**src/design/spfs_pkg.sv**
```systemverilog
// Shared types, op codes and run microcode for the SPI flash program sequencer.
// Used by spfs_front, spfs_queue, spfs_back and the top level; depends on nothing.
`timescale 1ns / 1ps
`default_nettype none

package spfs_pkg;

  localparam int PAGE_BYTES = 64;
  localparam int ID_BYTES   = 4;
  localparam int BC_W       = $clog2(((PAGE_BYTES > ID_BYTES) ? PAGE_BYTES : ID_BYTES) + 1);
  localparam int QDEPTH     = 4;
  localparam int QPTR_W     = $clog2(QDEPTH);
  localparam int QCNT_W     = $clog2(QDEPTH + 1);
  localparam int RUN_MAX    = 16;
  localparam int STEP_W     = $clog2(RUN_MAX);

  // Item kinds on the func input
  localparam logic [1:0] F_CMD   = 2'd0;
  localparam logic [1:0] F_DATA  = 2'd1;
  localparam logic [1:0] F_REPLY = 2'd2;
  localparam logic [1:0] F_READY = 2'd3;

  // Host commands
  localparam logic [1:0] CMD_NONE    = 2'd0;
  localparam logic [1:0] CMD_PROGRAM = 2'd1;
  localparam logic [1:0] CMD_READ    = 2'd2;
  localparam logic [1:0] CMD_ID      = 2'd3;

  // SPI / host operation codes
  localparam logic [3:0] OP_SEL   = 4'd0;
  localparam logic [3:0] OP_DESEL = 4'd1;
  localparam logic [3:0] OP_SEND  = 4'd2;
  localparam logic [3:0] OP_XFER  = 4'd3;
  localparam logic [3:0] OP_HOST  = 4'd4;
  localparam logic [3:0] OP_PEND  = 4'd5;
  localparam logic [3:0] OP_PIN   = 4'd6;
  localparam logic [3:0] OP_ON    = 4'd7;
  localparam logic [3:0] OP_OFF   = 4'd8;
  localparam logic [3:0] OP_WANT  = 4'd9;
  localparam logic [3:0] OP_DONE  = 4'd10;

  // Flash command bytes
  localparam logic [7:0] FC_READ_ID = 8'h9f;
  localparam logic [7:0] FC_STATUS  = 8'h05;
  localparam logic [7:0] FC_READ    = 8'h03;
  localparam logic [7:0] FC_WREN    = 8'h06;
  localparam logic [7:0] FC_ERASE   = 8'hd8;
  localparam logic [7:0] FC_PROGRAM = 8'h02;

  // Run kinds: each names a fixed sequence of operations
  localparam logic [3:0] K_READ_CMD       = 4'd0;
  localparam logic [3:0] K_PROG_CMD       = 4'd1;
  localparam logic [3:0] K_DATA_FIRST     = 4'd2;
  localparam logic [3:0] K_DATA_FIRST_END = 4'd3;
  localparam logic [3:0] K_DATA           = 4'd4;
  localparam logic [3:0] K_DATA_END       = 4'd5;
  localparam logic [3:0] K_POLL_BUSY      = 4'd6;
  localparam logic [3:0] K_POLL_WANT      = 4'd7;
  localparam logic [3:0] K_POLL_FINISH    = 4'd8;
  localparam logic [3:0] K_HOST_XFER      = 4'd9;
  localparam logic [3:0] K_ID_END         = 4'd10;
  localparam logic [3:0] K_RD_PAGE_END    = 4'd11;
  localparam logic [3:0] K_RD_END         = 4'd12;
  localparam logic [3:0] K_ID_READY       = 4'd13;
  localparam logic [3:0] K_RD_READY       = 4'd14;

  // Byte source of one operation
  localparam logic [2:0] SRC_ZERO  = 3'd0;
  localparam logic [2:0] SRC_CONST = 3'd1;
  localparam logic [2:0] SRC_A2    = 3'd2;
  localparam logic [2:0] SRC_A1    = 3'd3;
  localparam logic [2:0] SRC_A0    = 3'd4;
  localparam logic [2:0] SRC_PAY   = 3'd5;

  typedef struct packed {
    logic [3:0]  kind;
    logic [23:0] addr;
    logic [7:0]  pay;
  } qent_t;

  typedef struct packed {
    logic [3:0] op;
    logic [2:0] src;
    logic [7:0] cval;
    logic       fin;
  } uop_t;

  function automatic uop_t uo(input logic [3:0] op, input logic [2:0] src,
                              input logic [7:0] cval);
    uop_t u;
    u.op   = op;
    u.src  = src;
    u.cval = cval;
    u.fin  = 1'b0;
    return u;
  endfunction

  function automatic uop_t run_step(input logic [3:0] kind, input logic [STEP_W-1:0] idx);
    uop_t [RUN_MAX-1:0] s;
    int n;
    s = '0;
    n = 1;
    unique case (kind)
      K_READ_CMD: begin
        s[0] = uo(OP_PIN, SRC_ZERO, 8'h00);
        s[1] = uo(OP_ON, SRC_ZERO, 8'h00);
        s[2] = uo(OP_SEL, SRC_ZERO, 8'h00);
        s[3] = uo(OP_SEND, SRC_CONST, FC_READ);
        s[4] = uo(OP_SEND, SRC_A2, 8'h00);
        s[5] = uo(OP_SEND, SRC_A1, 8'h00);
        s[6] = uo(OP_SEND, SRC_A0, 8'h00);
        n = 7;
      end
      K_PROG_CMD: begin
        s[0]  = uo(OP_PIN, SRC_ZERO, 8'h00);
        s[1]  = uo(OP_ON, SRC_ZERO, 8'h00);
        s[2]  = uo(OP_SEL, SRC_ZERO, 8'h00);
        s[3]  = uo(OP_SEND, SRC_CONST, FC_WREN);
        s[4]  = uo(OP_DESEL, SRC_ZERO, 8'h00);
        s[5]  = uo(OP_SEL, SRC_ZERO, 8'h00);
        s[6]  = uo(OP_SEND, SRC_CONST, FC_ERASE);
        s[7]  = uo(OP_SEND, SRC_A2, 8'h00);
        s[8]  = uo(OP_SEND, SRC_A1, 8'h00);
        s[9]  = uo(OP_SEND, SRC_A0, 8'h00);
        s[10] = uo(OP_DESEL, SRC_ZERO, 8'h00);
        s[11] = uo(OP_DESEL, SRC_ZERO, 8'h00);
        s[12] = uo(OP_SEL, SRC_ZERO, 8'h00);
        s[13] = uo(OP_SEND, SRC_CONST, FC_STATUS);
        s[14] = uo(OP_XFER, SRC_ZERO, 8'h00);
        n = 15;
      end
      K_DATA_FIRST, K_DATA_FIRST_END: begin
        s[0]  = uo(OP_SEL, SRC_ZERO, 8'h00);
        s[1]  = uo(OP_SEND, SRC_CONST, FC_WREN);
        s[2]  = uo(OP_DESEL, SRC_ZERO, 8'h00);
        s[3]  = uo(OP_SEL, SRC_ZERO, 8'h00);
        s[4]  = uo(OP_SEND, SRC_CONST, FC_PROGRAM);
        s[5]  = uo(OP_SEND, SRC_A2, 8'h00);
        s[6]  = uo(OP_SEND, SRC_A1, 8'h00);
        s[7]  = uo(OP_SEND, SRC_A0, 8'h00);
        s[8]  = uo(OP_SEND, SRC_PAY, 8'h00);
        s[9]  = uo(OP_DESEL, SRC_ZERO, 8'h00);
        s[10] = uo(OP_DESEL, SRC_ZERO, 8'h00);
        s[11] = uo(OP_SEL, SRC_ZERO, 8'h00);
        s[12] = uo(OP_SEND, SRC_CONST, FC_STATUS);
        s[13] = uo(OP_XFER, SRC_ZERO, 8'h00);
        n = (kind == K_DATA_FIRST_END) ? 14 : 9;
      end
      K_DATA, K_DATA_END: begin
        s[0] = uo(OP_SEND, SRC_PAY, 8'h00);
        s[1] = uo(OP_DESEL, SRC_ZERO, 8'h00);
        s[2] = uo(OP_DESEL, SRC_ZERO, 8'h00);
        s[3] = uo(OP_SEL, SRC_ZERO, 8'h00);
        s[4] = uo(OP_SEND, SRC_CONST, FC_STATUS);
        s[5] = uo(OP_XFER, SRC_ZERO, 8'h00);
        n = (kind == K_DATA_END) ? 6 : 1;
      end
      K_POLL_BUSY: begin
        s[0] = uo(OP_DESEL, SRC_ZERO, 8'h00);
        s[1] = uo(OP_SEL, SRC_ZERO, 8'h00);
        s[2] = uo(OP_SEND, SRC_CONST, FC_STATUS);
        s[3] = uo(OP_XFER, SRC_ZERO, 8'h00);
        n = 4;
      end
      K_POLL_WANT: begin
        s[0] = uo(OP_DESEL, SRC_ZERO, 8'h00);
        s[1] = uo(OP_WANT, SRC_ZERO, 8'h00);
        n = 2;
      end
      K_POLL_FINISH: begin
        s[0] = uo(OP_DESEL, SRC_ZERO, 8'h00);
        s[1] = uo(OP_OFF, SRC_ZERO, 8'h00);
        s[2] = uo(OP_PIN, SRC_CONST, 8'h01);
        s[3] = uo(OP_DONE, SRC_ZERO, 8'h00);
        n = 4;
      end
      K_HOST_XFER: begin
        s[0] = uo(OP_HOST, SRC_PAY, 8'h00);
        s[1] = uo(OP_XFER, SRC_ZERO, 8'h00);
        n = 2;
      end
      K_ID_END: begin
        s[0] = uo(OP_HOST, SRC_PAY, 8'h00);
        s[1] = uo(OP_DESEL, SRC_ZERO, 8'h00);
        s[2] = uo(OP_OFF, SRC_ZERO, 8'h00);
        s[3] = uo(OP_PIN, SRC_CONST, 8'h01);
        s[4] = uo(OP_PEND, SRC_ZERO, 8'h00);
        s[5] = uo(OP_DONE, SRC_ZERO, 8'h00);
        n = 6;
      end
      K_RD_PAGE_END, K_RD_END: begin
        s[0] = uo(OP_HOST, SRC_PAY, 8'h00);
        s[1] = uo(OP_PEND, SRC_ZERO, 8'h00);
        s[2] = uo(OP_DESEL, SRC_ZERO, 8'h00);
        s[3] = uo(OP_DESEL, SRC_ZERO, 8'h00);
        s[4] = uo(OP_SEL, SRC_ZERO, 8'h00);
        s[5] = uo(OP_SEND, SRC_CONST, FC_STATUS);
        s[6] = uo(OP_XFER, SRC_ZERO, 8'h00);
        n = (kind == K_RD_END) ? 7 : 2;
      end
      K_ID_READY: begin
        s[0] = uo(OP_PIN, SRC_ZERO, 8'h00);
        s[1] = uo(OP_ON, SRC_ZERO, 8'h00);
        s[2] = uo(OP_SEL, SRC_ZERO, 8'h00);
        s[3] = uo(OP_SEND, SRC_CONST, FC_READ_ID);
        s[4] = uo(OP_XFER, SRC_ZERO, 8'h00);
        n = 5;
      end
      K_RD_READY: begin
        s[0] = uo(OP_XFER, SRC_ZERO, 8'h00);
        n = 1;
      end
      default: begin
        s[0] = uo(OP_DONE, SRC_ZERO, 8'h00);
        n = 1;
      end
    endcase
    s[STEP_W'(n - 1)].fin = 1'b1;
    return s[idx];
  endfunction

endpackage

`default_nettype wire

```
**src/design/spi_flash_program_sequencer.sv**
```systemverilog
// SPI NOR flash command sequencer: front end, run queue and op sequencer.
// An accepted item's run is written into the queue, then its first op into the output register.
// Throughput: one op per cycle from the sequencer unless out_ready stalls it; a run has
// 1 to 15 ops and ignored items push no run. A 4-entry run queue decouples input.
// Reset (rst, synchronous): idle mode, empty queue, no output pending.
`timescale 1ns / 1ps
`default_nettype none

module spi_flash_program_sequencer (
  input  wire logic        clk,
  input  wire logic        rst,
  input  wire logic        in_valid,
  output logic             in_ready,
  input  wire logic [1:0]  func,
  input  wire logic [1:0]  command,
  input  wire logic [23:0] start_address,
  input  wire logic [23:0] byte_length,
  input  wire logic [7:0]  data_byte,
  input  wire logic [7:0]  reply_byte,
  output logic             out_valid,
  input  wire logic        out_ready,
  output logic [3:0]       op,
  output logic [7:0]       out_byte,
  output logic             last
);

  logic            q_full;
  logic            q_empty;
  logic            push;
  logic            pop;
  spfs_pkg::qent_t push_ent;
  spfs_pkg::qent_t head;

  spfs_front u_front (
    .clk           (clk),
    .rst           (rst),
    .in_valid      (in_valid),
    .in_ready      (in_ready),
    .func          (func),
    .command       (command),
    .start_address (start_address),
    .byte_length   (byte_length),
    .data_byte     (data_byte),
    .reply_byte    (reply_byte),
    .q_full        (q_full),
    .push          (push),
    .push_ent      (push_ent)
  );

  spfs_queue u_queue (
    .clk      (clk),
    .rst      (rst),
    .push     (push),
    .push_ent (push_ent),
    .pop      (pop),
    .head     (head),
    .empty    (q_empty),
    .full     (q_full)
  );

  spfs_back u_back (
    .clk       (clk),
    .rst       (rst),
    .head      (head),
    .empty     (q_empty),
    .pop       (pop),
    .out_valid (out_valid),
    .out_ready (out_ready),
    .op        (op),
    .out_byte  (out_byte),
    .last      (last)
  );

endmodule

`default_nettype wire

```
**src/design/spfs_front.sv**
```systemverilog
// Front end: accepts items, tracks the flow state and classifies each item into a run kind.
// Depends on spfs_pkg; pushes run descriptors into spfs_queue.
`timescale 1ns / 1ps
`default_nettype none

module spfs_front (
  input  wire logic               clk,
  input  wire logic               rst,
  input  wire logic               in_valid,
  output logic                    in_ready,
  input  wire logic [1:0]         func,
  input  wire logic [1:0]         command,
  input  wire logic [23:0]        start_address,
  input  wire logic [23:0]        byte_length,
  input  wire logic [7:0]         data_byte,
  input  wire logic [7:0]         reply_byte,
  input  wire logic               q_full,
  output logic                    push,
  output spfs_pkg::qent_t         push_ent
);

  localparam logic [1:0] M_IDLE = 2'd0;
  localparam logic [1:0] M_PROG = 2'd1;
  localparam logic [1:0] M_READ = 2'd2;
  localparam logic [1:0] M_ID   = 2'd3;

  localparam logic [3:0] PH_NONE    = 4'd0;
  localparam logic [3:0] PH_ID_WAIT = 4'd1;
  localparam logic [3:0] PH_ID_READ = 4'd2;
  localparam logic [3:0] PH_RD_WAIT = 4'd3;
  localparam logic [3:0] PH_RD_DATA = 4'd4;
  localparam logic [3:0] PH_PG_DATA = 4'd5;
  localparam logic [3:0] PH_POLL    = 4'd6;

  localparam logic [1:0] AB_NONE    = 2'd0;
  localparam logic [1:0] AB_ERASE   = 2'd1;
  localparam logic [1:0] AB_PAGE    = 2'd2;

  localparam int BC_W = spfs_pkg::BC_W;

  logic [1:0]         mode, mode_next;
  logic [3:0]         phase, phase_next;
  logic [23:0]        cur_address, cur_address_next;
  logic signed [24:0] remaining, remaining_next;
  logic [BC_W-1:0]    byte_count, byte_count_next;
  logic [1:0]         after_busy, after_busy_next;

  logic               run;
  logic [3:0]         kind;
  logic [BC_W-1:0]    bc_inc;
  logic [23:0]        addr_adv;
  logic signed [24:0] rem_adv;
  logic               rem_done;
  logic               accept;

  assign in_ready = !q_full;
  assign accept   = in_valid && in_ready;
  assign bc_inc   = byte_count + BC_W'(1);
  assign addr_adv = cur_address + 24'(spfs_pkg::PAGE_BYTES);
  assign rem_adv  = remaining - 25'(spfs_pkg::PAGE_BYTES);
  assign rem_done = rem_adv[24] || (rem_adv == '0);

  always_comb begin
    mode_next        = mode;
    phase_next       = phase;
    cur_address_next = cur_address;
    remaining_next   = remaining;
    byte_count_next  = byte_count;
    after_busy_next  = after_busy;
    run              = 1'b0;
    kind             = spfs_pkg::K_RD_READY;
    unique case (func)
      spfs_pkg::F_CMD: begin
        if (mode == M_IDLE) begin
          if (command == spfs_pkg::CMD_ID) begin
            mode_next  = M_ID;
            phase_next = PH_ID_WAIT;
          end else if (command == spfs_pkg::CMD_READ || command == spfs_pkg::CMD_PROGRAM) begin
            run              = 1'b1;
            cur_address_next = start_address;
            remaining_next   = $signed({1'b0, byte_length});
            if (command == spfs_pkg::CMD_READ) begin
              kind       = spfs_pkg::K_READ_CMD;
              mode_next  = M_READ;
              phase_next = PH_RD_WAIT;
            end else begin
              kind            = spfs_pkg::K_PROG_CMD;
              mode_next       = M_PROG;
              phase_next      = PH_POLL;
              after_busy_next = AB_ERASE;
            end
          end
        end
      end
      spfs_pkg::F_DATA: begin
        if (mode == M_PROG && phase == PH_PG_DATA) begin
          run = 1'b1;
          if (bc_inc >= BC_W'(spfs_pkg::PAGE_BYTES)) begin
            kind = (byte_count == '0) ? spfs_pkg::K_DATA_FIRST_END : spfs_pkg::K_DATA_END;
            byte_count_next = '0;
            phase_next      = PH_POLL;
            after_busy_next = AB_PAGE;
          end else begin
            kind = (byte_count == '0) ? spfs_pkg::K_DATA_FIRST : spfs_pkg::K_DATA;
            byte_count_next = bc_inc;
          end
        end
      end
      spfs_pkg::F_REPLY: begin
        if (phase == PH_POLL) begin
          run = 1'b1;
          if (reply_byte[0]) begin
            kind = spfs_pkg::K_POLL_BUSY;
          end else if (after_busy == AB_ERASE ||
                       (after_busy == AB_PAGE && !rem_done)) begin
            // after the erase, or with more pages to go: ask the host for the next packet
            kind            = spfs_pkg::K_POLL_WANT;
            phase_next      = PH_PG_DATA;
            byte_count_next = '0;
            after_busy_next = AB_NONE;
            if (after_busy == AB_PAGE) begin
              cur_address_next = addr_adv;
              remaining_next   = rem_adv;
            end
          end else begin
            if (after_busy == AB_PAGE) begin
              cur_address_next = addr_adv;
              remaining_next   = rem_adv;
            end
            kind            = spfs_pkg::K_POLL_FINISH;
            mode_next       = M_IDLE;
            phase_next      = PH_NONE;
            after_busy_next = AB_NONE;
            byte_count_next = '0;
          end
        end else if (phase == PH_ID_READ) begin
          run = 1'b1;
          if (bc_inc < BC_W'(spfs_pkg::ID_BYTES)) begin
            kind            = spfs_pkg::K_HOST_XFER;
            byte_count_next = bc_inc;
          end else begin
            kind            = spfs_pkg::K_ID_END;
            mode_next       = M_IDLE;
            phase_next      = PH_NONE;
            byte_count_next = '0;
          end
        end else if (phase == PH_RD_DATA) begin
          run = 1'b1;
          if (bc_inc < BC_W'(spfs_pkg::PAGE_BYTES)) begin
            kind            = spfs_pkg::K_HOST_XFER;
            byte_count_next = bc_inc;
          end else begin
            byte_count_next  = '0;
            cur_address_next = addr_adv;
            remaining_next   = rem_adv;
            if (rem_done) begin
              kind            = spfs_pkg::K_RD_END;
              phase_next      = PH_POLL;
              after_busy_next = AB_NONE;
            end else begin
              kind       = spfs_pkg::K_RD_PAGE_END;
              phase_next = PH_RD_WAIT;
            end
          end
        end
      end
      spfs_pkg::F_READY: begin
        if (phase == PH_ID_WAIT) begin
          run             = 1'b1;
          kind            = spfs_pkg::K_ID_READY;
          phase_next      = PH_ID_READ;
          byte_count_next = '0;
        end else if (phase == PH_RD_WAIT) begin
          run             = 1'b1;
          kind            = spfs_pkg::K_RD_READY;
          phase_next      = PH_RD_DATA;
          byte_count_next = '0;
        end
      end
      default: begin
        run = 1'b0;
      end
    endcase
  end

  assign push          = accept && run;
  assign push_ent.kind = kind;
  assign push_ent.addr = cur_address_next;
  assign push_ent.pay  = (func == spfs_pkg::F_DATA) ? data_byte : reply_byte;

  always_ff @(posedge clk) begin
    if (rst) begin
      mode        <= M_IDLE;
      phase       <= PH_NONE;
      cur_address <= '0;
      remaining   <= '0;
      byte_count  <= '0;
      after_busy  <= AB_NONE;
    end else if (accept) begin
      mode        <= mode_next;
      phase       <= phase_next;
      cur_address <= cur_address_next;
      remaining   <= remaining_next;
      byte_count  <= byte_count_next;
      after_busy  <= after_busy_next;
    end
  end

endmodule

`default_nettype wire

```
**src/design/spfs_queue.sv**
```systemverilog
// Short FIFO of run descriptors between the front end and the op sequencer.
// Depends on spfs_pkg for the entry type and depth.
`timescale 1ns / 1ps
`default_nettype none

module spfs_queue (
  input  wire logic             clk,
  input  wire logic             rst,
  input  wire logic             push,
  input  wire spfs_pkg::qent_t  push_ent,
  input  wire logic             pop,
  output spfs_pkg::qent_t       head,
  output logic                  empty,
  output logic                  full
);

  localparam int QDEPTH = spfs_pkg::QDEPTH;
  localparam int QPTR_W = spfs_pkg::QPTR_W;
  localparam int QCNT_W = spfs_pkg::QCNT_W;

  spfs_pkg::qent_t   mem [QDEPTH];
  logic [QPTR_W-1:0] wr_ptr;
  logic [QPTR_W-1:0] rd_ptr;
  logic [QCNT_W-1:0] count;

  assign empty = (count == '0);
  assign full  = (count == QCNT_W'(QDEPTH));
  assign head  = mem[rd_ptr];

  always_ff @(posedge clk) begin
    if (push) begin
      mem[wr_ptr] <= push_ent;
    end
  end

  always_ff @(posedge clk) begin
    if (rst) begin
      wr_ptr <= '0;
      rd_ptr <= '0;
      count  <= '0;
    end else begin
      if (push) begin
        wr_ptr <= wr_ptr + QPTR_W'(1);
      end
      if (pop) begin
        rd_ptr <= rd_ptr + QPTR_W'(1);
      end
      if (push && !pop) begin
        count <= count + QCNT_W'(1);
      end else if (pop && !push) begin
        count <= count - QCNT_W'(1);
      end
    end
  end

`ifndef ASSERT_OFF
  a_no_overflow: assert property (@(posedge clk) disable iff (rst)
    push |-> (!full || pop))
    else $error("run queue written while full");

  a_no_underflow: assert property (@(posedge clk) disable iff (rst)
    pop |-> !empty)
    else $error("run queue popped while empty");
`endif

endmodule

`default_nettype wire

```
**src/design/spfs_back.sv**
```systemverilog
// Back end: steps through the ops of the run at the queue head, one per cycle unless
// stalled, into a registered output stage. Depends on spfs_pkg for the run microcode.
`timescale 1ns / 1ps
`default_nettype none

module spfs_back (
  input  wire logic             clk,
  input  wire logic             rst,
  input  wire spfs_pkg::qent_t  head,
  input  wire logic             empty,
  output logic                  pop,
  output logic                  out_valid,
  input  wire logic             out_ready,
  output logic [3:0]            op,
  output logic [7:0]            out_byte,
  output logic                  last
);

  localparam int STEP_W = spfs_pkg::STEP_W;

  logic [STEP_W-1:0] idx;
  spfs_pkg::uop_t    u;
  logic              emit;
  logic [7:0]        byte_sel;

  assign u    = spfs_pkg::run_step(head.kind, idx);
  assign emit = !empty && (!out_valid || out_ready);
  assign pop  = emit && u.fin;

  always_comb begin
    unique case (u.src)
      spfs_pkg::SRC_CONST: byte_sel = u.cval;
      spfs_pkg::SRC_A2:    byte_sel = head.addr[23:16];
      spfs_pkg::SRC_A1:    byte_sel = head.addr[15:8];
      spfs_pkg::SRC_A0:    byte_sel = head.addr[7:0];
      spfs_pkg::SRC_PAY:   byte_sel = head.pay;
      default:             byte_sel = 8'h00;
    endcase
  end

  always_ff @(posedge clk) begin
    if (rst) begin
      out_valid <= 1'b0;
      idx       <= '0;
    end else begin
      if (emit) begin
        out_valid <= 1'b1;
        idx       <= u.fin ? '0 : idx + STEP_W'(1);
      end else if (out_ready) begin
        out_valid <= 1'b0;
      end
    end
  end

  always_ff @(posedge clk) begin
    if (emit) begin
      op       <= u.op;
      out_byte <= byte_sel;
      last     <= u.fin;
    end
  end

`ifndef ASSERT_OFF
  a_idle_step_zero: assert property (@(posedge clk) disable iff (rst)
    empty |-> (idx == '0))
    else $error("step counter left mid-run with no run queued");

  a_step_holds: assert property (@(posedge clk) disable iff (rst)
    (!empty && out_valid && !out_ready) |=> (idx == $past(idx)))
    else $error("step counter moved while output stalled");
`endif

endmodule

`default_nettype wire
```
**config.mk**
```make
export PLATFORM = sky130hd
export DESIGN_NAME = spi_flash_program_sequencer
export DESIGN_NICKNAME = d
export VERILOG_FILES = /design/src/design/spfs_pkg.sv /design/src/design/spi_flash_program_sequencer.sv /design/src/design/spfs_front.sv /design/src/design/spfs_queue.sv /design/src/design/spfs_back.sv
export SDC_FILE = /design/constraint.sdc
export NUM_CORES = 1
export LEC_CHECK = 0
export ABC_AREA = 1
export BUFFER_PORTS_ARGS = -buffer_cell sky130_fd_sc_hd__buf_2
export CAP_MARGIN = 20
export CORE_MARGIN = 3
export CORE_UTILIZATION = 45
export CTS_CLUSTER_SIZE = 28
export DETAILED_ROUTE_END_ITERATION = 8
export GPL_ROUTABILITY_DRIVEN = 0
export HOLD_SLACK_MARGIN = 0.06
export SKIP_LAST_GASP = 1
export SLEW_MARGIN = 20
export SYNTH_ARGS = -nofsm -noshare
export SYNTH_HDL_FRONTEND = slang
export SYNTH_SLANG_ARGS = --single-unit
```
**constraint.sdc**
```tcl
create_clock -name clk -period 4.7 [get_ports clk]
set_input_delay 0.94 -clock clk [delete_from_list [all_inputs] [get_ports clk]]
set_output_delay 0.94 -clock clk [all_outputs]
set_load 0.02 [all_outputs]
```
Word-level counts from Yosys, hierarchy flattened

Memory sizes are Yosys's and may differ from the RTL's. A register that Yosys moved wholly into a read port is not among the register bits.
Cells that the tools add are included.

Register bits: 89
Memory bits (writable): 144
Input port bits: 72
Output and inout port bits: 15
Word-level logic and storage cells: 257
Memories kept: 1

Add/subtract/negate cells: 9
Order comparisons: 6
Eq/ne operators: 55
Muxes and demuxes: 127
Reductions and logical operators: 45

Memory list:

| memory      | depth | width | rd ports | clocked after Yosys merged registers in | wr ports | line             | RTL |
|---|---|---|---|---|---|---|---|
| u_queue.mem | 4     | 36    | 1        | 1                                       | 1        | spfs_queue.sv:21 | `spfs_pkg::qent_t mem [QDEPTH];` |

Operators with widths:

| kind                 | number |
|---|---|
| $bwmux W256          | 1 |
| $pmux W32 S8         | 1 |
| $mux W25             | 9 |
| $pmux W110 S2        | 1 |
| $mux W24             | 9 |
| $pmux W16 S7         | 1 |
| $mux W4              | 25 |
| $pmux W16 S6         | 1 |
| $pmux W15 S6         | 1 |
| $pmux W16 S5         | 1 |
| $mux W7              | 10 |
| $bmux W16 S4         | 1 |
| $demux W16 S4        | 1 |
| $pmux W14 S4         | 1 |
| $mux W2              | 25 |
| $pmux W25 S2         | 1 |
| $pmux W24 S2         | 1 |
| $pmux W8 S5          | 1 |
| $pmux W4 S9          | 1 |
| $mux W3              | 11 |
| $pmux W4 S4          | 2 |
| $eq A4 B3 Y1 const B | 7 |
| $eq A4 B4 Y1 const B | 7 |
| $logic_not A25 Y1    | 1 |
| other kinds (53)     | 122 |

Longest topological paths before layout

Gate-level depths: netlist of run 1.

Word-level depth: 15
Depth in mapped cells: 25
Mapped depth without buffers: 24

Cells and area by module

From an unflattened synthesis of run 1, not the netlist that was laid out.

Cells, all modules: 1528
Area, all modules: 12643.4 µm²

Modules (own cells, without submodules):

| module     | instances | cells an instance | area each (µm²) | seq. area each (µm²) |
|---|---|---|---|---|
| spfs_queue | 1         | 406               | 5813.1          | 4504.3 |
| spfs_front | 1         | 808               | 4894.7          | 1261.2 |
| spfs_back  | 1         | 314               | 1935.6          | 490.5 |

Worst setup path after synthesis of run 1

No wires, ideal clock.

Kind: input -> register
Start point: input port func[1]
End point: memory u_queue.mem[0][0] (netlist bit), enable pin
Setup time: 429 ps
Arrival time: 3479 ps
Data required time: 4271 ps
Setup slack: 792 ps
Stages on the path: 7
Buffers on the path: 1
Cells stage by stage: inv_1 ha_1 inv_1 clkbuf_1 o2111ai_1 nand3_1 nor2_1

Longest elaborated chain between the ends: 5
Elaborated cells between the ends (all ways): 8
Those cells by class: 3 x eq/ne; 3 x mux; 2 x reduce/logical

Ends and longest elaborated chain:

| what                                 | line                              | RTL |
|---|---|---|
| start: declaration                   | spi_flash_program_sequencer.sv:14 | `input wire logic [1:0] func,` |
| $eq A2 B2 Y1 (tied with other cells) | spfs_front.sv:72                  | `unique case (func)` |
| $pmux W1 S4 (*)                      | spfs_front.sv:72                  |  |
| $logic_and A1 B1 Y1 (*)              | spfs_front.sv:186                 | `assign push = accept && run;` |
| $mux W1 (*)                          | spfs_queue.sv:31                  | `if (push) begin` |
| $mux W1 (implied by the code) (*)    | spfs_queue.sv:32                  | `mem[wr_ptr] <= push_ent;` |
| end: declaration                     | spfs_queue.sv:21                  |  |

Mark *: on every way between the ends. The rest lies on a longest branch, timed or not.

==> results.cfg, run 1 <==
[worst_hold_path]
min_path_type = reg -> reg
hold_depth = 2

[timing]
tns_ns = 0
max_freq_mhz = 280
worst_slew_pin_slew_ns = 0.906
relSlewSlack_pct = 39.0
skew_ns = 0.0236
finalHoldViolations = 0
final-setup-viol-count = 0
fin_ws_ns = 1.12
rsz0062_at_grt = false
layout_min_cycle_time_ns = 3.58
hold_ws_ns = 0.469
drv_slew = 0
timing.final.crit_share_pct = 76.1

[cts]
cts_buffer_depth = 3
tritoncts = done
post_cts_buffers = 0
htree_levels = 1
holdBufCountCts = 0
clock-sinks = 234
clk_latency_ns = 0.54
clkTransAtPathRegs_ns = 0.06
cts_resized = 0
clock-root-buffer = clkbuf_16
numCtsBuffers = 26

[placement]
dpl.cell_count = 1951
hpwlAfterDp_mm = 22.9
portBuffers = 86
place_area_um2 = 13500
place_ws_ns = 0.977

[logic_synthesis]
synthFlopType = edfxtp_1
async_reset_ff_share_pct = 0
seq_area_frac_synth_pct = 49.2
syn_area_um2 = 12700
yosysWarnings = 0
synth_fp_nets = 1634
ys_types = 50
synth_edf_count = 157
synthCells = 1541
ys_ff_latch = 234
avgSynthCellArea_um2 = 8.25

[global_route]
grt_max_degree = 73
grt_pass1_wl_mm = 53.6
grt-ovfl-total = 0
grtUsageTotal_pct = 21.5
grt_pass1_vias = 10223
antenna_found_initial = 0

[finish]
drive_gt1_share_pct = 14.8
fin_cells = 1999
design_area_um2 = 14300
num_antenna_cells = 0
finalNetCount = 1700
areaGrowthSynthToFinish_pct = 12.8

[drt]
drc = 0
routedWlPerCell_um = 16.7
wl_mm = 33.4
first_iter_violations = 833
ant_nets = 0
via_per_inst = 5.43
dr.pass1.iters = 5
vias = 10861

[die]
die_h_um = 174
die-width_um = 174
initial_core_util_pct = 46.5
num_rows = 60
die_area_um2 = 30300
core_um2 = 27300
ioPinCount = 87

[power_and_ir_drop]
ir_worst_vdd_v = 0.000287
p_leak_nw = 5.93
p_per_area_nw_per_um2 = 506

[setup_path]
critical_path_class = reg -> reg
end_kind = register
slowest_delay_ns = 0.73
cp-start-kind = register
rr_worst_depth = 21
cpMaxStageDelayCell = dfxtp_1
required_ns = 5.11
path_cells = inv_2, nand3_1, nand2_4, nand2_4, inv_2, nand2_2, nand2_1, inv_1, nand3_1, nand3_1, nand2_1, nand2_1, nand2_1, nand3_2, ha_1, inv_1, fa_1, a21oi_1, o21ai_0, o21ai_0, a21oi_1
path_max_fanout = 16
crit_top_cell = nand2_1
arrival_ns = 3.98

[run_status]
outcome = completed

[flow_run]
timing.max_cap.violations = 0
cell type report:
type,count,area (um^2)
clock inverter,14,123
timing repair buffer,106,581
tap,372,465
clock buffer,34,742
fill,2654,13000
inverter,158,601
multi-input combinational,1081,5570
sequential,234,6260
metrics by stage:
step                      power (W)  utilization (%)
after global routing        0.00775             52.5
final                       0.00726             52.5
after floorplan             0.00461                -
after detailed placement    0.00528             49.3
after CTS                   0.00730             52.5
after global placement      0.00525             49.3
worst max-delay path: cells and delay by family (launching register included):
family,cells,cell delay (ns)
simple gates,11,1.17
flops,1,0.73
fa+ha+maj,2,0.59
buf+inv,4,0.49
compound gates,4,0.48
worst paths after layout:
check                                     startpoint                            endpoint  slack [ns]
setup / recovery                            register       u_queue.count[2]$_SDFFE_PP0P_        1.12
hold / removal    u_front.byte_count[6]$_SDFFE_PP0P_  u_front.byte_count[6]$_SDFFE_PP0P_        0.47
setup reg to reg                            register       u_queue.count[2]$_SDFFE_PP0P_        1.12
hold reg to reg   u_front.byte_count[6]$_SDFFE_PP0P_  u_front.byte_count[6]$_SDFFE_PP0P_        0.47
metal layers:
| metal | vias up | part of all wire, % | track usage, % |
|---|---|---|---|
| met5 | - | 0 | 0 |
| met4 | 0 | 2.2 | 5.36 |
| met3 | 45 | 5.9 | 2.93 |
| met2 | 314 | 45 | 34.7 |
| met1 | 5085 | 47 | 30.7 |
| li1 | 5417 | - | - |
registers in the layout, indices dropped and copies added, names as in the netlist, named ones only:
name and flops:
u_back.idx 4, u_back.last 1, u_front.mode 2, u_queue.wr_ptr 2, u_front.after_busy 2, u_front.remaining 25
u_back.op 4, u_queue.rd_ptr 2, u_front.byte_count 7, u_back.out_byte 8, u_queue.mem 144, u_back.out_valid 1
u_front.cur_address 24, u_front.phase 3, u_queue.count 3
cell families (layout without fill, tap and decap cells):
family                     count (synthesis)  count (layout)  share of synthesized area, %
and+or+nand+nor                          689             689                          24.8
AOI/OAI and AO/OA                        359             359                          15.8
DFF                                      234             234                          49.2
buffers and inverters                    226             312                          7.23
adders and majority gates                 21              21                          2.13
xor gates and xnor gates                  12              12                         0.827
cells in the mapped netlist (2+ instances only):
| cell type | n | area (um^2) |
|---|---|---|
| nor2_1 | 182 | 683 |
| a21oi_1 | 94 | 470 |
| nor3_2 | 3 | 30.0 |
| a32oi_1 | 7 | 61.3 |
| nor4_1 | 3 | 18.8 |
| dfxtp_1 | 77 | 1540 |
| o22ai_1 | 32 | 200 |
| xor2_1 | 10 | 87.6 |
| clkinv_1 | 3 | 11.3 |
| nand3_2 | 18 | 180 |
| nand4_1 | 29 | 181 |
| buf_6 | 5 | 56.3 |
| clkbuf_1 | 51 | 191 |
| o221ai_1 | 5 | 43.8 |
| o31ai_1 | 4 | 30.0 |
| inv_2 | 11 | 41.3 |
| buf_4 | 5 | 37.5 |
| nand3b_1 | 11 | 82.6 |
| edfxtp_1 | 157 | 4710 |
| o21ai_0 | 170 | 851 |
| a22oi_1 | 9 | 67.6 |
| o21ai_1 | 6 | 30.0 |
| ha_1 | 20 | 250 |
| inv_1 | 142 | 533 |
| buf_2 | 5 | 25.0 |
| a211oi_1 | 4 | 30.0 |
| buf_1 | 2 | 7.51 |
| nor2_4 | 4 | 45.0 |
| nor3_1 | 22 | 110 |
| o211ai_1 | 9 | 67.6 |
| a31oi_1 | 12 | 75.1 |
| nand3_1 | 77 | 385 |
| nand2_1 | 297 | 1110 |
| xnor2_1 | 2 | 17.5 |
| nand2_4 | 10 | 113 |
| nor2_2 | 10 | 62.6 |
| nand2_2 | 20 | 125 |
cell usage in the layout (no fill, tap or decap), types with 18 or more instances in the layout:
master and n:
o22ai_1 32, edfxtp_1 157, nand2_2 20, dfxtp_1 76
nor3_1 22, o21ai_0 170, buf_2 86, nor2_1 178
ha_1 20, nand4_1 29, nand2_1 297, buf_4 20
inv_1 142, a21oi_1 94, clkbuf_16 26, nand3_1 77
nand3_2 18
power by group:
group / switching, W / leakage (nW) / internal, W / total [W]
clock: 0.000831 / 0.427 / 0.00117 / 0.00200
combinational: 0.00185 / 3.43 / 0.000762 / 0.00261
sequential: 0.000137 / 2.08 / 0.00250 / 0.00264
Power figures use the tool's default switching activity.
==> run 2: changes to the inputs <==
--- a/config.mk
+++ b/config.mk
@@ -5,7 +5,7 @@
 export SDC_FILE = /design/constraint.sdc
 export NUM_CORES = 1
 export LEC_CHECK = 0
-export ABC_AREA = 1
+export ABC_AREA = 0
 export BUFFER_PORTS_ARGS = -buffer_cell sky130_fd_sc_hd__buf_2
 export CAP_MARGIN = 20
 export CORE_MARGIN = 3
==> constraint.sdc (replaced) <==
create_clock -name clk -period 3.4 [get_ports clk]
set_input_delay 0.68 -clock clk [delete_from_list [all_inputs] [get_ports clk]]
set_output_delay 0.68 -clock clk [all_outputs]
set_load 0.02 [all_outputs]
==> run 2 against run 1 <==
First-iteration DRC count is 7.3% higher. Cell count is 16% lower. Register-to-register slack worse by 0.91 ns. Area after synthesis is 0.20% lower. Global-route usage is 0.44 points lower. Utilization is 0.99 points higher. Wire length is 2.2% lower. Via count is 9.1% lower. Total power is 17% higher. Synthesized cell count is 21% lower. Die area is 0.19% lower. Hold slack worse by 0.051 ns. Critical endpoint unchanged.
==> results.cfg, run 2 <==
[power_and_ir_drop]
p_per_area_nw_per_um2 = 583
power_w = 0.00852
netSwitchingPower_w = 0.00266
p_leak_nw = 5.12
internal_power_w = 0.00587
power_switching_share_pct = 31.2
power.share.clock_pct = 32.7
ir_worst_vdd_v = 0.000373
p_comb_share_pct = 26.7
pwr-share-seq_pct = 40.6

[finish]
reg_top3 = u_queue.mem (144), u_front.remaining (25), u_front.cur_address (24)
areaGrowthSynthToFinish_pct = 15.2
num_antenna_cells = 0
design_area_um2 = 14600
finalNetCount = 1385
nFillCells = 2501
layout_common_cells = edfxtp_1 (157), nand2_1 (107), nor2_1 (100)
seq_area_um2 = 6260
fin_util_pct = 53.5
layout_commonest_cell = edfxtp_1
largest_register = u_queue.mem
largest_register_ffs = 144
multiInputGateArea_um2 = 5930
fin_cells = 1684
drive_gt1_share_pct = 22.2

[setup_path]
path_max_fanout = 5
rr_worst_depth = 13
rrSetupSlack_ns = 0.21
cp-start-kind = register
critical_path_class = reg -> reg
arrival_ns = 3.64
worstSetupEndpoint = u_queue.count[2]$_SDFFE_PP0P_
required_ns = 3.85
reg2reg_to = u_queue.count[2]$_SDFFE_PP0P_
end_kind = register

[die]
die_h_um = 174
die-width_um = 174
die_area_um2 = 30200
num_rows = 60
ioPinCount = 87
initial_core_util_pct = 46.4
core_um2 = 27300

[logic_synthesis]
synthFlopType = edfxtp_1
ys_top_cells_by_count = edfxtp_1 (157), nand2_1 (107), nor2_1 (100)
ys_ff_latch = 234
synthCells = 1210
ys_types = 91
synth_fp_nets = 1303
synth_area_leaders = edfxtp_1 (37%), dfxtp_1 (12%), mux4_2 (6.4%)
synth_top_area_share_pct = 37.2
seq_area_frac_synth_pct = 49.3
avgSynthCellArea_um2 = 10.5
synth_largest_area_cell = edfxtp_1
synth_edf_count = 157
syn_area_um2 = 12700
synth_most_common_cell = edfxtp_1
yosysWarnings = 0
async_reset_ff_share_pct = 0

[timing]
skew_ns = 0.00957
final-setup-viol-count = 0
timing.final.crit_share_pct = 93.8
worst_slew_pin_slew_ns = 0.980
drv_slew = 0
max_freq_mhz = 314
layout_min_cycle_time_ns = 3.19
relSlewSlack_pct = 34.7
finalHoldViolations = 0

[drt]
first_iter_violations = 894
ant_nets = 0
wl_mm = 32.6
via_per_inst = 5.87
dr.pass1.iters = 5
vias = 9878
drc = 0
routedWlPerCell_um = 19.4

[cts]
clkTransAtPathRegs_ns = 0.06
post_cts_buffers = 0
clock-root-buffer = clkbuf_16
tritoncts = done
htree_levels = 1
clk_latency_ns = 0.53
clock-sinks = 234
numCtsBuffers = 26
cts_buffer_depth = 3

[global_route]
grt_pass1_vias = 9442
grt_pass1_wl_mm = 52.0
grt-ovfl-total = 0
grt_max_degree = 71
antenna_found_initial = 0
grtUsageTotal_pct = 21.0

[placement]
hpwlAfterDp_mm = 22.3
portBuffers = 86
place_area_um2 = 13700
dpl.cell_count = 1636

[flow_run]
timing.max_cap.violations = 0

[run_status]
outcome = completed

[worst_hold_path]
min_path_type = in -> reg
==> run 2: changes by cell type in the layout (fill, tap and decap cells not counted), moves of 36 or more <==
cell and change:
nand2_1 -190, inv_1 -110, o21ai_0 -110, nor2_1 -78, nand3_1 -38, buf_4 +37
mux4_2 +36
==> run 2: worst max-delay path, cell delays in order (launching register included) <==
cell and delay, ns:
dfxtp_4 0.39, mux4_2 0.53, and4bb_2 0.29, o21bai_1 0.16, a32oi_1 0.14, o21a_1 0.18
o21ai_2 0.08, nand2_2 0.12, ha_4 0.15, inv_1 0.05, fa_1 0.44, xor2_1 0.16
or3_1 0.30, a21oi_1 0.14
==> run 2: area by class of cell <==
cell class	count	area share, %
sequential	234	42.9
multi-input combinational	848	40.6
timing repair buffer	149	6.70
clock buffer	30	4.56
tap	372	3.19
clock inverter	18	1.28
inverter	33	0.848
==> run 2: repair_timing <==
item | in CTS | in global routing
setup endpoints to repair | 0 | 18
hold buffers | 0 | 0
gates resized for setup | 0 | 8
==> run 2: worst min path at each step <==
stage                                                     end  slack [ns]                                start  depth (start not counted)
final                           u_back.out_valid$_SDFFE_PP0P_        0.42                            out_ready                          4
after global routing        u_front.remaining[1]$_SDFFE_PP0P_        0.42                       byte_length[1]                          3
after CTS                       u_back.out_valid$_SDFFE_PP0P_        0.40                            out_ready                          4
after detailed placement  u_front.cur_address[2]$_SDFFE_PP0P_        0.45  u_front.cur_address[2]$_SDFFE_PP0P_                          2
after global placement    u_front.cur_address[5]$_SDFFE_PP0P_        0.44  u_front.cur_address[5]$_SDFFE_PP0P_                          2
after floorplan           u_front.cur_address[0]$_SDFFE_PP0P_        0.44  u_front.cur_address[0]$_SDFFE_PP0P_                          2
==> run 2: kinds of logic (layout without fill, tap and decap cells) <==
family / Yosys count / in the layout / share of synthesized area (%)
muxes: 63 / 63 / 8.83
DFF: 234 / 234 / 49.3
buffers and inverters: 128 / 230 / 4.31
AOI/OAI and AO/OA: 326 / 326 / 17.6
xor gates and xnor gates: 12 / 12 / 0.829
and+or+nand+nor: 426 / 426 / 17.0
adders and majority gates: 21 / 21 / 2.13
==> run 2: power groups by stage <==
stage | sequential, W | combinational, W | clock [W]
finish | 0.00346 | 0.00228 | 0.00279
CTS | 0.00346 | 0.00226 | 0.00285
global route | 0.00349 | 0.00252 | 0.00294
floorplan | 0.00356 | 0.00157 | 0
detailed placement | 0.00352 | 0.00225 | 0
global placement | 0.00352 | 0.00225 | 0
==> run 2: layer usage <==
| layer | routed length (um) | vias to the layer above | track usage, % |
|---|---|---|---|
| li1 | - | 4760 | - |
| met4 | 560 | 0 | 3.85 |
| met5 | 0 | - | 0 |
| met3 | 1660 | 37 | 2.93 |
| met2 | 15300 | 283 | 34.1 |
| met1 | 15100 | 4798 | 30.6 |
==> run 2: metrics by stage <==
stage / TNS [ns] / hold WS, ns / worst slack, ns
2_1_floorplan: 0 / 0.436 / 0.104
3_3_place_gp: 0 / 0.442 / 0.0918
3_5_place_dp: 0 / 0.450 / 0.0688
4_1_cts: 0 / 0.395 / 0.0327
5_1_grt: -0.000812 / 0.421 / -0.000812
6_report: 0 / 0.418 / 0.212
==> run 3: changes to the inputs <==
--- a/config.mk
+++ b/config.mk
@@ -9,7 +9,7 @@
 export BUFFER_PORTS_ARGS = -buffer_cell sky130_fd_sc_hd__buf_2
 export CAP_MARGIN = 20
 export CORE_MARGIN = 3
-export CORE_UTILIZATION = 45
+export CORE_UTILIZATION = 35
 export CTS_CLUSTER_SIZE = 28
 export DETAILED_ROUTE_END_ITERATION = 8
 export GPL_ROUTABILITY_DRIVEN = 0
==> run 3 against run 2 <==
Clock power increased by 3%. Combinational power increased by 4%. Critical path depth unchanged. Non-clock buffer count increased by 11. Via count increased by 2.1%. Critical path type unchanged. Sequential share of layout area decreased by 0.62 points. Setup slack improved by 0.024 ns.
==> results.cfg, run 3 (same netlist as run 2, synthesis figures left out) <==
[drt]
wl_mm = 33.9
dr.pass1.iters = 5
drc = 0
ant_nets = 0
first_iter_violations = 922
vias = 10087
routedWlPerCell_um = 19.0
via_per_inst = 5.65

[timing]
max_freq_mhz = 316
layout_min_cycle_time_ns = 3.16
drv_slew = 0
skew_ns = 0.0111
finalHoldViolations = 0
rsz0062_at_grt = false
relSlewSlack_pct = 46.3
tns_ns = 0
worst_slew_pin_slew_ns = 0.794
timing.final.crit_share_pct = 93.1
final-setup-viol-count = 0

[cts]
cts_buffer_depth = 3
clkTransAtPathRegs_ns = 0.06
clock-sinks = 234
tritoncts = done
holdBufCountCts = 0
htree_levels = 1
clock-root-buffer = clkbuf_16
clk_latency_ns = 0.53
numCtsBuffers = 26

[finish]
seq_area_um2 = 6260
nFillCells = 3425
num_antenna_cells = 0
layout_common_cells = edfxtp_1 (157), nand2_1 (107), nor2_1 (100)
fin_util_pct = 41.6
largest_register = u_queue.mem
fin_cells = 1784
finalNetCount = 1396
reg_top3 = u_queue.mem (144), u_front.remaining (25), u_front.cur_address (24)
largest_register_ffs = 144
multiInputGateArea_um2 = 5940
areaGrowthSynthToFinish_pct = 16.9
layout_commonest_cell = edfxtp_1
drive_gt1_share_pct = 22.8
design_area_um2 = 14800

[global_route]
grtUsageTotal_pct = 17.1
grt-ovfl-total = 0
grt.busiest_layer = met2
antenna_found_initial = 1
grt_pass1_vias = 9715
grt_util_met1_pct = 24.2
grt_max_degree = 38
grt_pass1_wl_mm = 53.8
grt_use_met3_pct = 2.55
grtUsageMet2_pct = 28.0

[power_and_ir_drop]
internal_power_w = 0.00598
p_comb_share_pct = 27.3
ir_worst_vdd_v = 0.000386
power.share.clock_pct = 32.9
power_switching_share_pct = 31.2
p_per_area_nw_per_um2 = 586
p_leak_nw = 5.17
pwr-share-seq_pct = 39.8
power_w = 0.00869
netSwitchingPower_w = 0.00271

[setup_path]
critical_path_class = reg -> reg
end_kind = register
reg2reg_to = u_queue.count[2]$_SDFFE_PP0P_
required_ns = 3.86
arrival_ns = 3.62
rrSetupSlack_ns = 0.24
rr_worst_depth = 13
cp-start-kind = register
path_max_fanout = 19

[flow_run]
timing.max_cap.violations = 0

[die]
die_h_um = 196
die_area_um2 = 38600
num_rows = 69
initial_core_util_pct = 35.6
ioPinCount = 87
core_um2 = 35700
die-width_um = 196

[worst_hold_path]
worstHoldEndpoint = u_front.remaining[0]$_SDFFE_PP0P_
hold_depth = 3
min_path_type = in -> reg
hold_path.startpoint = byte_length[0]

[placement]
place_area_um2 = 13900
dpl.cell_count = 1731
portBuffers = 86
hpwlAfterDp_mm = 23.5

[run_status]
outcome = completed
run 3: final cells by class:
type / instances / share of cell area (%)
Clock buffer: 30 / 4.49
Clock inverter: 18 / 1.42
Inverter: 33 / 0.836
Multi-Input combinational cell: 848 / 40.1
Sequential cell: 234 / 42.2
Tap cell: 461 / 3.89
Timing Repair Buffer: 160 / 7.07
run 3: per-layer routing:
metal,routed length [um],part of all wire [%],vias to the layer above
li1,-,-,4785
met1,15400,45,4895
met2,15900,47,344
met3,1850,5.5,61
met4,728,2.1,2
met5,9,0.027,-
run 3: worst max-delay path by stage:
stage / endpoint / slack, ns
after floorplan: u_queue.count[2]$_SDFFE_PP0P_ / 0.10
after global placement: u_queue.count[2]$_SDFFE_PP0P_ / 0.12
after global routing: u_queue.count[2]$_SDFFE_PP0P_ / 0.003
final: u_queue.count[2]$_SDFFE_PP0P_ / 0.24
after CTS: u_queue.count[2]$_SDFFE_PP0P_ / 0.08
after detailed placement: u_queue.count[2]$_SDFFE_PP0P_ / 0.1
run 3: critical path, stage by stage (launching register included):
cell and delay [ns]:
dfxtp_4 0.39, mux4_2 0.58, buf_4 0.23, nor3_1 0.39
nand3_1 0.13, o21a_1 0.15, o21ai_2 0.15, nand2_2 0.11
ha_4 0.18, inv_1 0.08, fa_2 0.20, xor2_1 0.06
or3_1 0.32, a21oi_2 0.11
run 3: stage by stage:
step | hold WS (ns) | setup slack, ns
detailed placement | 0.451 | 0.0968
CTS | 0.397 | 0.0795
global placement | 0.444 | 0.124
finish | 0.416 | 0.236
global route | 0.410 | 0.00345
floorplan | 0.436 | 0.104
run 3: power groups by stage:
stage,Clock (W),Combinational [W],Sequential [W]
after floorplan,0,0.00157,0.00356
after CTS,0.00292,0.00232,0.00346
after global placement,0,0.00229,0.00352
after global routing,0.00305,0.00260,0.00349
final,0.00286,0.00237,0.00346
after detailed placement,0,0.00231,0.00352
run 3: what timing repair did:
action / in CTS / in global routing
setup buffers: 0 / 5
gates resized for setup: 0 / 10
setup endpoints to repair: 0 / 22
